`src/mfdf_pkg.sv`:
```
// Shared constants, types and register codes for the median flow deadband filter.
// Used by every module and by the channel interfaces; has no dependencies of its own.

package mfdf_pkg;

    // Group size and converter resolution.
    localparam int SAMPLES    = 5;
    localparam int ADC_BITS   = 12;
    localparam int MEDIAN_POS = SAMPLES / 2;

    // Widths of the sample collection logic.
    localparam int CNT_W  = $clog2(SAMPLES);
    localparam int IDX_W  = (SAMPLES - 1 > 1) ? $clog2(SAMPLES - 1) : 1;
    localparam int RANK_W = $clog2(SAMPLES);

    // Configuration register widths.
    localparam int GAIN_W     = 16;
    localparam int OFFSET_W   = 24;
    localparam int DEADBAND_W = 18;
    localparam int CFG_W      = 24;
    localparam int CFG_IDX_W  = 2;

    // Reset values of the configuration registers.
    localparam logic [GAIN_W-1:0]     GAIN_RESET     = 16'd4063;
    localparam logic [OFFSET_W-1:0]   OFFSET_RESET   = 24'd2873538;
    localparam logic [DEADBAND_W-1:0] DEADBAND_RESET = 18'd45875;

    // Register indexes on the configuration port.
    typedef enum logic [CFG_IDX_W-1:0] {
        REG_GAIN     = 2'd0,
        REG_OFFSET   = 2'd1,
        REG_DEADBAND = 2'd2
    } mfdf_reg_t;

    // Fixed point arithmetic widths.
    localparam int FRAC_W = 16;
    localparam int PROD_W = ADC_BITS + GAIN_W;
    localparam int FQ_W   = ((PROD_W > OFFSET_W) ? PROD_W : OFFSET_W) + 1;
    localparam int DIFF_W = FQ_W + 1;
    localparam int RMAG_W = FQ_W + 1 - FRAC_W;

    // Output flow range.
    localparam int FLOW_W        = 10;
    localparam int FLOW_MAX_MAG  = 2 ** (FLOW_W - 1) - 1;
    localparam int FLOW_MIN_MAG  = 2 ** (FLOW_W - 1);
    localparam logic [FLOW_W-1:0] FLOW_MAX_CODE = {1'b0, {(FLOW_W - 1){1'b1}}};
    localparam logic [FLOW_W-1:0] FLOW_MIN_CODE = {1'b1, {(FLOW_W - 1){1'b0}}};

    // Median queue between the front and the back.
    localparam int QUEUE_DEPTH = 2;
    localparam int QPTR_W      = $clog2(QUEUE_DEPTH);
    localparam int QCNT_W      = $clog2(QUEUE_DEPTH + 1);

    // One median travelling through the queue.
    typedef struct packed {
        logic                valid;
        logic [ADC_BITS-1:0] median;
    } mfdf_item_t;

    // Configuration write as seen by the back part.
    typedef struct packed {
        logic                 we;
        logic [CFG_IDX_W-1:0] index;
        logic [CFG_W-1:0]     data;
    } mfdf_cfg_t;

endpackage

```
`src/mfdf_if.sv`:
```
// Valid/ready channel interfaces for samples in and flow results out.
// Depends on mfdf_pkg for the payload widths.

interface mfdf_sample_if;
    logic                         valid;
    logic                         ready;
    logic [mfdf_pkg::ADC_BITS-1:0] sample;

    modport source (output valid, output sample, input ready);
    modport sink   (input valid, input sample, output ready);
endinterface

interface mfdf_result_if;
    logic                              valid;
    logic                              ready;
    logic signed [mfdf_pkg::FLOW_W-1:0] flow;
    logic                              held;
    logic                              clipped;

    modport source (output valid, output flow, output held, output clipped, input ready);
    modport sink   (input valid, input flow, input held, input clipped, output ready);
endinterface

```
`src/mfdf_front.sv`:
```
// Front part: collects samples into groups and picks the median of each full group.
// Depends on mfdf_pkg and mfdf_sample_if; pushes medians into mfdf_queue.

module mfdf_front (
    input  logic                  clk,
    input  logic                  rst_n,
    mfdf_sample_if.sink           samples,
    input  logic                  queue_full,
    output mfdf_pkg::mfdf_item_t  push
);

    logic [mfdf_pkg::CNT_W-1:0]    count_reg;
    logic [mfdf_pkg::CNT_W-1:0]    count_next;
    logic [mfdf_pkg::ADC_BITS-1:0] store_reg [mfdf_pkg::SAMPLES-1];
    logic [mfdf_pkg::ADC_BITS-1:0] grp       [mfdf_pkg::SAMPLES];
    logic [mfdf_pkg::RANK_W-1:0]   rank      [mfdf_pkg::SAMPLES];
    logic [mfdf_pkg::ADC_BITS-1:0] median;
    logic                          accept;
    logic                          last;

    // A sample is taken whenever the queue has room for a median.
    assign samples.ready = !queue_full;
    assign accept        = samples.valid && samples.ready;
    assign last          = (count_reg == mfdf_pkg::CNT_W'(mfdf_pkg::SAMPLES - 1));

    // Group counter wraps after the last sample of a group.
    always_comb
    begin
        count_next = count_reg;
        if (accept)
        begin
            count_next = last ? '0 : count_reg + 1'b1;
        end
    end

    always_ff @(posedge clk or negedge rst_n)
    begin
        if (!rst_n)
        begin
            count_reg <= '0;
        end
        else
        begin
            count_reg <= count_next;
        end
    end

    // Sample store: each slot is written at its place in the group.
    always_ff @(posedge clk)
    begin
        for (int i = 0; i < mfdf_pkg::SAMPLES - 1; i++)
        begin
            if (accept && !last && count_reg[mfdf_pkg::IDX_W-1:0] == mfdf_pkg::IDX_W'(i))
            begin
                store_reg[i] <= samples.sample;
            end
        end
    end

    // Median by stable ranking: ties are ordered by position, so exactly one
    // element carries the middle rank.
    always_comb
    begin
        for (int i = 0; i < mfdf_pkg::SAMPLES - 1; i++)
        begin
            grp[i] = store_reg[i];
        end
        grp[mfdf_pkg::SAMPLES-1] = samples.sample;
        median = '0;
        for (int i = 0; i < mfdf_pkg::SAMPLES; i++)
        begin
            rank[i] = '0;
            for (int j = 0; j < mfdf_pkg::SAMPLES; j++)
            begin
                if (j != i && (grp[j] < grp[i] || (grp[j] == grp[i] && j < i)))
                begin
                    rank[i] = rank[i] + 1'b1;
                end
            end
            if (rank[i] == mfdf_pkg::RANK_W'(mfdf_pkg::MEDIAN_POS))
            begin
                median = median | grp[i];
            end
        end
    end

    // A full group sends its median on to the back part.
    assign push.valid  = accept && last;
    assign push.median = median;

endmodule

```
`src/mfdf_queue.sv`:
```
// Short median queue that decouples the sample front from the arithmetic back.
// Depends on mfdf_pkg for the item type and depth.

module mfdf_queue (
    input  logic                  clk,
    input  logic                  rst_n,
    input  mfdf_pkg::mfdf_item_t  push,
    output logic                  full,
    output mfdf_pkg::mfdf_item_t  head,
    input  logic                  pop
);

    logic [mfdf_pkg::ADC_BITS-1:0] entry_reg [mfdf_pkg::QUEUE_DEPTH];
    logic [mfdf_pkg::QPTR_W-1:0]   wr_ptr_reg;
    logic [mfdf_pkg::QPTR_W-1:0]   wr_ptr_next;
    logic [mfdf_pkg::QPTR_W-1:0]   rd_ptr_reg;
    logic [mfdf_pkg::QPTR_W-1:0]   rd_ptr_next;
    logic [mfdf_pkg::QCNT_W-1:0]   fill_reg;
    logic [mfdf_pkg::QCNT_W-1:0]   fill_next;
    logic                          do_push;
    logic                          do_pop;

    assign full        = (fill_reg == mfdf_pkg::QCNT_W'(mfdf_pkg::QUEUE_DEPTH));
    assign head.valid  = (fill_reg != '0);
    assign head.median = entry_reg[rd_ptr_reg];
    assign do_push     = push.valid && !full;
    assign do_pop      = pop && head.valid;

    // Pointer and fill count update.
    always_comb
    begin
        wr_ptr_next = wr_ptr_reg;
        rd_ptr_next = rd_ptr_reg;
        fill_next   = fill_reg;
        if (do_push)
        begin
            wr_ptr_next = (wr_ptr_reg == mfdf_pkg::QPTR_W'(mfdf_pkg::QUEUE_DEPTH - 1)) ?
                          '0 : wr_ptr_reg + 1'b1;
        end
        if (do_pop)
        begin
            rd_ptr_next = (rd_ptr_reg == mfdf_pkg::QPTR_W'(mfdf_pkg::QUEUE_DEPTH - 1)) ?
                          '0 : rd_ptr_reg + 1'b1;
        end
        if (do_push && !do_pop)
        begin
            fill_next = fill_reg + 1'b1;
        end
        else if (do_pop && !do_push)
        begin
            fill_next = fill_reg - 1'b1;
        end
    end

    always_ff @(posedge clk or negedge rst_n)
    begin
        if (!rst_n)
        begin
            wr_ptr_reg <= '0;
            rd_ptr_reg <= '0;
            fill_reg   <= '0;
        end
        else
        begin
            wr_ptr_reg <= wr_ptr_next;
            rd_ptr_reg <= rd_ptr_next;
            fill_reg   <= fill_next;
        end
    end

    // Entry storage.
    always_ff @(posedge clk)
    begin
        if (do_push)
        begin
            entry_reg[wr_ptr_reg] <= push.median;
        end
    end

endmodule

```
`src/mfdf_back.sv`:
```
// Back part: scales each median to Q16 flow, rounds, saturates and applies the deadband.
// Depends on mfdf_pkg and mfdf_result_if; takes medians from mfdf_queue.

module mfdf_back (
    input  logic                  clk,
    input  logic                  rst_n,
    input  mfdf_pkg::mfdf_cfg_t   cfg,
    input  mfdf_pkg::mfdf_item_t  head,
    output logic                  pop,
    mfdf_result_if.source         results
);

    // Configuration registers.
    logic [mfdf_pkg::GAIN_W-1:0]     gain_reg;
    logic [mfdf_pkg::OFFSET_W-1:0]   offset_reg;
    logic [mfdf_pkg::DEADBAND_W-1:0] deadband_reg;

    // Pipeline registers.
    logic                               s1_valid_reg;
    logic [mfdf_pkg::PROD_W-1:0]        s1_prod_reg;
    logic [mfdf_pkg::PROD_W-1:0]        s1_prod_next;
    logic                               s2_valid_reg;
    logic signed [mfdf_pkg::FQ_W-1:0]   s2_fq_reg;
    logic signed [mfdf_pkg::FQ_W-1:0]   s2_fq_next;
    logic signed [mfdf_pkg::FLOW_W-1:0] s2_flow_reg;
    logic signed [mfdf_pkg::FLOW_W-1:0] s2_flow_next;
    logic                               s2_clip_reg;
    logic                               s2_clip_next;
    logic                               out_valid_reg;
    logic signed [mfdf_pkg::FLOW_W-1:0] out_flow_reg;
    logic signed [mfdf_pkg::FLOW_W-1:0] out_flow_next;
    logic                               out_held_reg;
    logic                               out_held_next;
    logic                               out_clip_reg;
    logic                               out_clip_next;
    logic signed [mfdf_pkg::FLOW_W-1:0] prev_flow_reg;

    // Combinational intermediates.
    logic                               advance;
    logic                               neg;
    logic [mfdf_pkg::FQ_W-1:0]          mag;
    logic [mfdf_pkg::FQ_W:0]            mag_round;
    logic [mfdf_pkg::RMAG_W-1:0]        r_mag;
    logic signed [mfdf_pkg::DIFF_W-1:0] diff;
    logic [mfdf_pkg::DIFF_W-1:0]        abs_diff;
    logic signed [mfdf_pkg::DIFF_W-1:0] prev_q16;

    // The whole pipeline moves together unless the output register is blocked.
    assign advance = !out_valid_reg || results.ready;
    assign pop     = advance;

    // Configuration writes; unknown indexes are ignored.
    always_ff @(posedge clk or negedge rst_n)
    begin
        if (!rst_n)
        begin
            gain_reg     <= mfdf_pkg::GAIN_RESET;
            offset_reg   <= mfdf_pkg::OFFSET_RESET;
            deadband_reg <= mfdf_pkg::DEADBAND_RESET;
        end
        else if (cfg.we)
        begin
            case (cfg.index)
                mfdf_pkg::REG_GAIN:     gain_reg     <= cfg.data[mfdf_pkg::GAIN_W-1:0];
                mfdf_pkg::REG_OFFSET:   offset_reg   <= cfg.data[mfdf_pkg::OFFSET_W-1:0];
                mfdf_pkg::REG_DEADBAND: deadband_reg <= cfg.data[mfdf_pkg::DEADBAND_W-1:0];
                default:                ;
            endcase
        end
    end

    // Stage 1: median times gain.
    assign s1_prod_next = mfdf_pkg::PROD_W'(head.median) * mfdf_pkg::PROD_W'(gain_reg);

    // Stage 2: remove the offset, round half away from zero and saturate.
    always_comb
    begin
        s2_fq_next = mfdf_pkg::FQ_W'(s1_prod_reg) - mfdf_pkg::FQ_W'(offset_reg);
        neg        = s2_fq_next[mfdf_pkg::FQ_W-1];
        mag        = neg ? -s2_fq_next : s2_fq_next;
        mag_round  = {1'b0, mag} + (mfdf_pkg::FQ_W + 1)'(2 ** (mfdf_pkg::FRAC_W - 1));
        r_mag      = mag_round[mfdf_pkg::FQ_W:mfdf_pkg::FRAC_W];
        s2_clip_next = 1'b0;
        if (neg)
        begin
            if ({1'b0, r_mag} > (mfdf_pkg::RMAG_W + 1)'(mfdf_pkg::FLOW_MIN_MAG))
            begin
                s2_flow_next = mfdf_pkg::FLOW_MIN_CODE;
                s2_clip_next = 1'b1;
            end
            else
            begin
                s2_flow_next = mfdf_pkg::FLOW_W'(0) - r_mag[mfdf_pkg::FLOW_W-1:0];
            end
        end
        else
        begin
            if ({1'b0, r_mag} > (mfdf_pkg::RMAG_W + 1)'(mfdf_pkg::FLOW_MAX_MAG))
            begin
                s2_flow_next = mfdf_pkg::FLOW_MAX_CODE;
                s2_clip_next = 1'b1;
            end
            else
            begin
                s2_flow_next = r_mag[mfdf_pkg::FLOW_W-1:0];
            end
        end
    end

    // Stage 3: deadband test against the last reported flow.
    always_comb
    begin
        prev_q16 = {{(mfdf_pkg::DIFF_W - mfdf_pkg::FLOW_W - mfdf_pkg::FRAC_W)
                     {prev_flow_reg[mfdf_pkg::FLOW_W-1]}},
                    prev_flow_reg, {mfdf_pkg::FRAC_W{1'b0}}};
        diff     = mfdf_pkg::DIFF_W'(s2_fq_reg) - prev_q16;
        abs_diff = diff[mfdf_pkg::DIFF_W-1] ? -diff : diff;
        out_held_next = (abs_diff < mfdf_pkg::DIFF_W'(deadband_reg));
        out_flow_next = out_held_next ? prev_flow_reg : s2_flow_reg;
        out_clip_next = out_held_next ? 1'b0 : s2_clip_reg;
    end

    // Valid bits and the last reported flow.
    always_ff @(posedge clk or negedge rst_n)
    begin
        if (!rst_n)
        begin
            s1_valid_reg  <= 1'b0;
            s2_valid_reg  <= 1'b0;
            out_valid_reg <= 1'b0;
            prev_flow_reg <= '0;
        end
        else if (advance)
        begin
            s1_valid_reg  <= head.valid;
            s2_valid_reg  <= s1_valid_reg;
            out_valid_reg <= s2_valid_reg;
            if (s2_valid_reg)
            begin
                prev_flow_reg <= out_flow_next;
            end
        end
    end

    // Payload registers.
    always_ff @(posedge clk)
    begin
        if (advance)
        begin
            s1_prod_reg <= s1_prod_next;
            s2_fq_reg   <= s2_fq_next;
            s2_flow_reg <= s2_flow_next;
            s2_clip_reg <= s2_clip_next;
            if (s2_valid_reg)
            begin
                out_flow_reg <= out_flow_next;
                out_held_reg <= out_held_next;
                out_clip_reg <= out_clip_next;
            end
        end
    end

    assign results.valid   = out_valid_reg;
    assign results.flow    = out_flow_reg;
    assign results.held    = out_held_reg;
    assign results.clipped = out_clip_reg;

endmodule

```
`src/median_flow_deadband_filter_top.sv`:
```
// Top level of the median flow deadband filter.
// Depends on mfdf_pkg, mfdf_if, mfdf_front, mfdf_queue and mfdf_back.

// The block accepts one 12-bit ADC sample per clock cycle while the queue has
// room and returns one flow result for every fifth sample: flow in litres per
// minute (10-bit two's complement), a held flag when the deadband repeats the
// last reported value, and a clipped flag when the rounded value was saturated.
// The median of a group is found by a comparison network in the same cycle as
// its fifth sample; the median then waits in a two-entry queue and passes a
// three-stage back end (multiply, offset with rounding, deadband test into the
// output register). A stalled output freezes the back end only; samples keep
// being taken until the queue holds two medians. Configuration is written
// through cfg_we/cfg_index/cfg_data: index 0 gain, 1 offset, 2 deadband,
// all Q16.

module median_flow_deadband_filter_top (
    input  logic                           clk,
    input  logic                           rst_n,
    mfdf_sample_if.sink                    samples,
    mfdf_result_if.source                  results,
    input  logic                           cfg_we,
    input  logic [mfdf_pkg::CFG_IDX_W-1:0] cfg_index,
    input  logic [mfdf_pkg::CFG_W-1:0]     cfg_data
);

    mfdf_pkg::mfdf_item_t push;
    mfdf_pkg::mfdf_item_t head;
    mfdf_pkg::mfdf_cfg_t  cfg;
    logic                 queue_full;
    logic                 pop;

    assign cfg.we    = cfg_we;
    assign cfg.index = cfg_index;
    assign cfg.data  = cfg_data;

    // Sample collection and median selection.
    mfdf_front u_front (
        .clk        (clk),
        .rst_n      (rst_n),
        .samples    (samples),
        .queue_full (queue_full),
        .push       (push)
    );

    // Median queue.
    mfdf_queue u_queue (
        .clk   (clk),
        .rst_n (rst_n),
        .push  (push),
        .full  (queue_full),
        .head  (head),
        .pop   (pop)
    );

    // Scaling, rounding and deadband.
    mfdf_back u_back (
        .clk     (clk),
        .rst_n   (rst_n),
        .cfg     (cfg),
        .head    (head),
        .pop     (pop),
        .results (results)
    );

endmodule

```
`src/flat_wrapper.sv`:
```
// flat-port wrapper written by rule: the top's interface ports become plain ports
module median_flow_deadband_filter_top_flat 
  (clk, rst_n, cfg_we, cfg_index, cfg_data, samples_valid, samples_sample, samples_ready, results_valid, results_flow, results_held, results_clipped, results_ready);
  mfdf_sample_if samples_i ();
  mfdf_result_if results_i ();
  input  logic clk;
  input  logic rst_n;
  input  logic cfg_we;
  input  logic [mfdf_pkg::CFG_IDX_W-1:0] cfg_index;
  input  logic [mfdf_pkg::CFG_W-1:0] cfg_data;
  input wire logic [$bits(samples_i.valid)-1:0] samples_valid;
  input wire logic [$bits(samples_i.sample)-1:0] samples_sample;
  output wire logic [$bits(samples_i.ready)-1:0] samples_ready;
  output wire logic [$bits(results_i.valid)-1:0] results_valid;
  output wire logic [$bits(results_i.flow)-1:0] results_flow;
  output wire logic [$bits(results_i.held)-1:0] results_held;
  output wire logic [$bits(results_i.clipped)-1:0] results_clipped;
  input wire logic [$bits(results_i.ready)-1:0] results_ready;
  assign samples_i.valid = samples_valid;
  assign samples_i.sample = samples_sample;
  assign samples_ready = samples_i.ready;
  assign results_valid = results_i.valid;
  assign results_flow = results_i.flow;
  assign results_held = results_i.held;
  assign results_clipped = results_i.clipped;
  assign results_i.ready = results_ready;
  median_flow_deadband_filter_top u_core (.clk(clk), .rst_n(rst_n), .samples(samples_i), .results(results_i), .cfg_we(cfg_we), .cfg_index(cfg_index), .cfg_data(cfg_data));
endmodule
```
`config.mk`:
```
export PLATFORM = sky130hd
export DESIGN_NAME = median_flow_deadband_filter_top_flat
export DESIGN_NICKNAME = d
export VERILOG_FILES = /design/src/mfdf_pkg.sv /design/src/mfdf_if.sv /design/src/mfdf_front.sv /design/src/mfdf_queue.sv /design/src/mfdf_back.sv /design/src/median_flow_deadband_filter_top.sv /design/src/flat_wrapper.sv
export SDC_FILE = /design/constraint.sdc
export NUM_CORES = 1
export LEC_CHECK = 0
export BUFFER_PORTS_ARGS = -buffer_cell sky130_fd_sc_hd__buf_2
export CAP_MARGIN = 0
export CORE_UTILIZATION = 45
export DETAILED_ROUTE_END_ITERATION = 7
export PLACE_DENSITY = 0.57
export SYNTH_ARGS = -nofsm -noshare
export SYNTH_HDL_FRONTEND = slang
export SYNTH_SLANG_ARGS = --single-unit
```
`constraint.sdc`:
```
create_clock -name clk -period 13.7 [get_ports clk]
set_input_delay 2.74 -clock clk [delete_from_list [all_inputs] [get_ports clk]]
set_output_delay 2.74 -clock clk [all_outputs]
set_load 0.02 [all_outputs]
```
==> flow_summary_export.csv <==
group,metric,value,unit
drt,avgRoutedWirePerCell,18.6,um
synth,syn-num-nets,2646,
clocking,cts_resized,0,
placement,finalWeightedCongestion,0.852,
cells_and_area,largest_register_ffs,48,
setup_path,arrival,7400,ps
global_route,grt_max_degree,72,
cells_and_area,finish.net_count,2686,
sta,fmax,0.141,GHz
drt,vias,16200,
sta,hold_viol,0,
synth,avgSynthCellArea,9.91,sq um
clocking,h-tree-depth,1,
cells_and_area,nFillCells,4398,
clocking,numCtsBuffers,27,
setup_path,crit_required,13990,ps
drt,drc,0,
sta,worst_pin_slew,1360,ps
floorplan,initial_core_util,45.6,%
sta,fin_crit,7100,ps
synth,synthArstFlopShare,33.9,%
cells_and_area,drive_above_1_share,11.5,%
clocking,cts-root-buf,"clkbuf_16",
global_route,grt_pass1_wl,86700,um
sta,fin_crit_sh,51.8,%
synth,yosysWarnings,0,
setup_path,reg2reg_slack,6600,ps
setup_path,worstRegToRegCells,24,
global_route,grt.overflow.total,0,
sta,setup_ws,6600,ps
floorplan,die_x,222,um
floorplan,core-area,47700,sq um
synth,synth_area_leader_cell,"edfxtp_1",
drt,drtAntennaViolNets,0,
sta,rsz0062_at_grt,"false",
worst_hold_path,holdCritStartpoint,"u_core.u_queue.wr_ptr_reg",
placement,port_buffers,56,
synth,synth_cells,2197,
synth,seq_area_frac_synth,30.1,%
setup_path,critical_path_class,"reg2reg",
placement,dp_hpwl,42300,um
worst_hold_path,whs_endpoint,"u_core.u_queue.wr_ptr_reg",
cells_and_area,layout_commonest_cell,"inv_1",
setup_path,crit_path_start_kind,"flip-flop",
setup_path,crit_fanout,16,
run_status,outcome,"finished, final reports clean",
clocking,cts.sinks,230,
synth,synth_area,21800,sq um
clocking,clkLatencyLatePin,550,ps
sta,relSlewSlack,7.01,%
clocking,clk_path_buf_depth,3,
drt,routed_via_density,5.63,
synth,synth_area_leaders,"edfxtp_1 21%, ha_1 15%, fa_1 13%, dfrtp_1 5.4%, inv_1 5.0%",
clocking,cts_setup_buffers,0,
sta,slew_viol_final,0,
setup_path,r2r_start,"u_core.u_queue.rd_ptr_reg",
clocking,cts_tree,"built",
floorplan,die_y,222,um
global_route,antenna_found_initial,0,
drt,routed_wl,53400,um
sta,finalSetupTns,0,ps
floorplan,rows,80,
sta,fin_skew,13.7,ps
floorplan,dieArea,49200,sq um
setup_path,end_kind,"flip-flop",
synth,synth_top_area_share,21.0,%
synth,ys_ff_latch,230,
setup_path,r2r_end,"u_core.u_back.s1_prod_reg[26]",
worst_hold_path,hold_depth,1,
worst_hold_path,hp-class,"reg2reg",
cells_and_area,layout_common_cells,"292 x inv_1, 264 x ha_1, 217 x nand2_1, 152 x edfxtp_1, 142 x fa_1",
cells_and_area,diodes,0,
global_route,grt_pass1_vias,16400,
placement,post-place-ws,6300,ps
sta,finalSetupViolCount,0,
drt,drtIter0Drc,1123,
drt,dr.pass1.iters,8,
cells_and_area,area_growth_syn_to_layout,8.78,%
synth,synth_edf_count,152,
synth,synth_ff_type,"edfxtp_1",
floorplan,ios,57,
clocking,clkTransAtPathRegs,60,ps
synth,synth_cell_type_count,92,
job,maxCapViolations,0,
clocking,hold_buffers,0,
sta,hold_slack,491,ps
global_route,track_usage,22.0,%
[layer usage]
metal / share of wire [%] / GRT usage [%] / vias up
met4: 1.6 / 4.73 / 0
met1: 51 / 33.1 / 7973
met5: 0 / 0 / -
met3: 4.7 / 2.36 / 61
li1: - / - / 7780
met2: 43 / 34.1 / 353
[Yosys cell counts (all sizes together), types with 14 or more instances]
cell type and instances:
inv 293, ha 264, nand2 217, edfxtp 152, fa 142, o21ai 93
a21oi 85, nor2 76, mux2 71, nor2b 63, a21o 60, clkbuf 55
xnor2 54, dfrtp 47, and2 42, nand3 42, nor3 38, nand2b 35
nand4 35, dfstp 31, xor2 24, or3 22, o31ai 15, or2 15
nor4 14, o211ai 14, o21a 14
[area by class of cell]
type                            instances  area, sq um  share of cell area (%)
Tap cell                              615          769                    3.25
Clock buffer                           35          768                    3.24
Clock inverter                         14          204                   0.861
Inverter                              294         1100                    4.66
Timing Repair Buffer                   68          373                    1.57
Sequential cell                       230         6560                    27.7
Multi-Input combinational cell       1616        13900                    58.7
[how the worst max path moves through the flow]
stage / startpoint / to / slack [ps] / depth (start not counted)
2_1_floorplan: u_core.u_queue.rd_ptr_reg / u_core.u_back.s1_prod_reg[26] / 7250 / 26
3_3_place_gp: samples_sample[5] / u_core.u_queue.entry_reg[0][1] / 6440 / 17
3_5_place_dp: samples_sample[5] / u_core.u_queue.entry_reg[0][1] / 6300 / 17
4_1_cts: u_core.u_queue.rd_ptr_reg / u_core.u_back.s1_prod_reg[26] / 6560 / 24
5_1_grt: u_core.u_queue.rd_ptr_reg / u_core.u_back.s1_prod_reg[26] / 5940 / 27
6_report: u_core.u_queue.rd_ptr_reg / u_core.u_back.s1_prod_reg[26] / 6600 / 24
[kinds of logic (layout without fill, tap and decap cells)]
group | count (synthesis) | in the layout | share of synthesized area (%)
and+or+nand+nor | 646 | 646 | 15.3
adders and majority gates | 406 | 406 | 28.2
AOI/OAI and AO/OA | 403 | 403 | 12.8
buffers and inverters | 351 | 411 | 6.09
DFF | 230 | 230 | 30.1
muxes | 83 | 83 | 4.23
xor gates and xnor gates | 78 | 78 | 3.26
[critical path, stage by stage, from the launching register on]
cell and delay (ps):
dfrtp_1 750, mux2_2 520, nand2_1 130, fa_1 540
inv_1 40, ha_1 200, fa_1 530, inv_1 50
fa_1 460, fa_1 540, inv_1 40, ha_1 320
o21ai_0 120, a21boi_0 150, o21ai_0 270, a21boi_0 170
o21ai_0 240, a21boi_0 170, o21ai_0 320, a211oi_1 190
nor3b_1 420, nor3_1 100, or3_1 320, a21oi_1 180
xnor2_1 80
[per-stage QoR]
step / cell area (sq um) / std cells / utilization (%)
after floorplan: 21800 / 2197 / -
after global placement: 22700 / 2823 / 47.5
after detailed placement: 22700 / 2823 / 47.5
after CTS: 23700 / 2872 / 49.6
after global routing: 23700 / 2872 / 49.6
final: 23700 / 2872 / 49.6
Power is not shown: default switching activity piles up to over one toggle a cycle in this logic, so the estimate is an artifact.
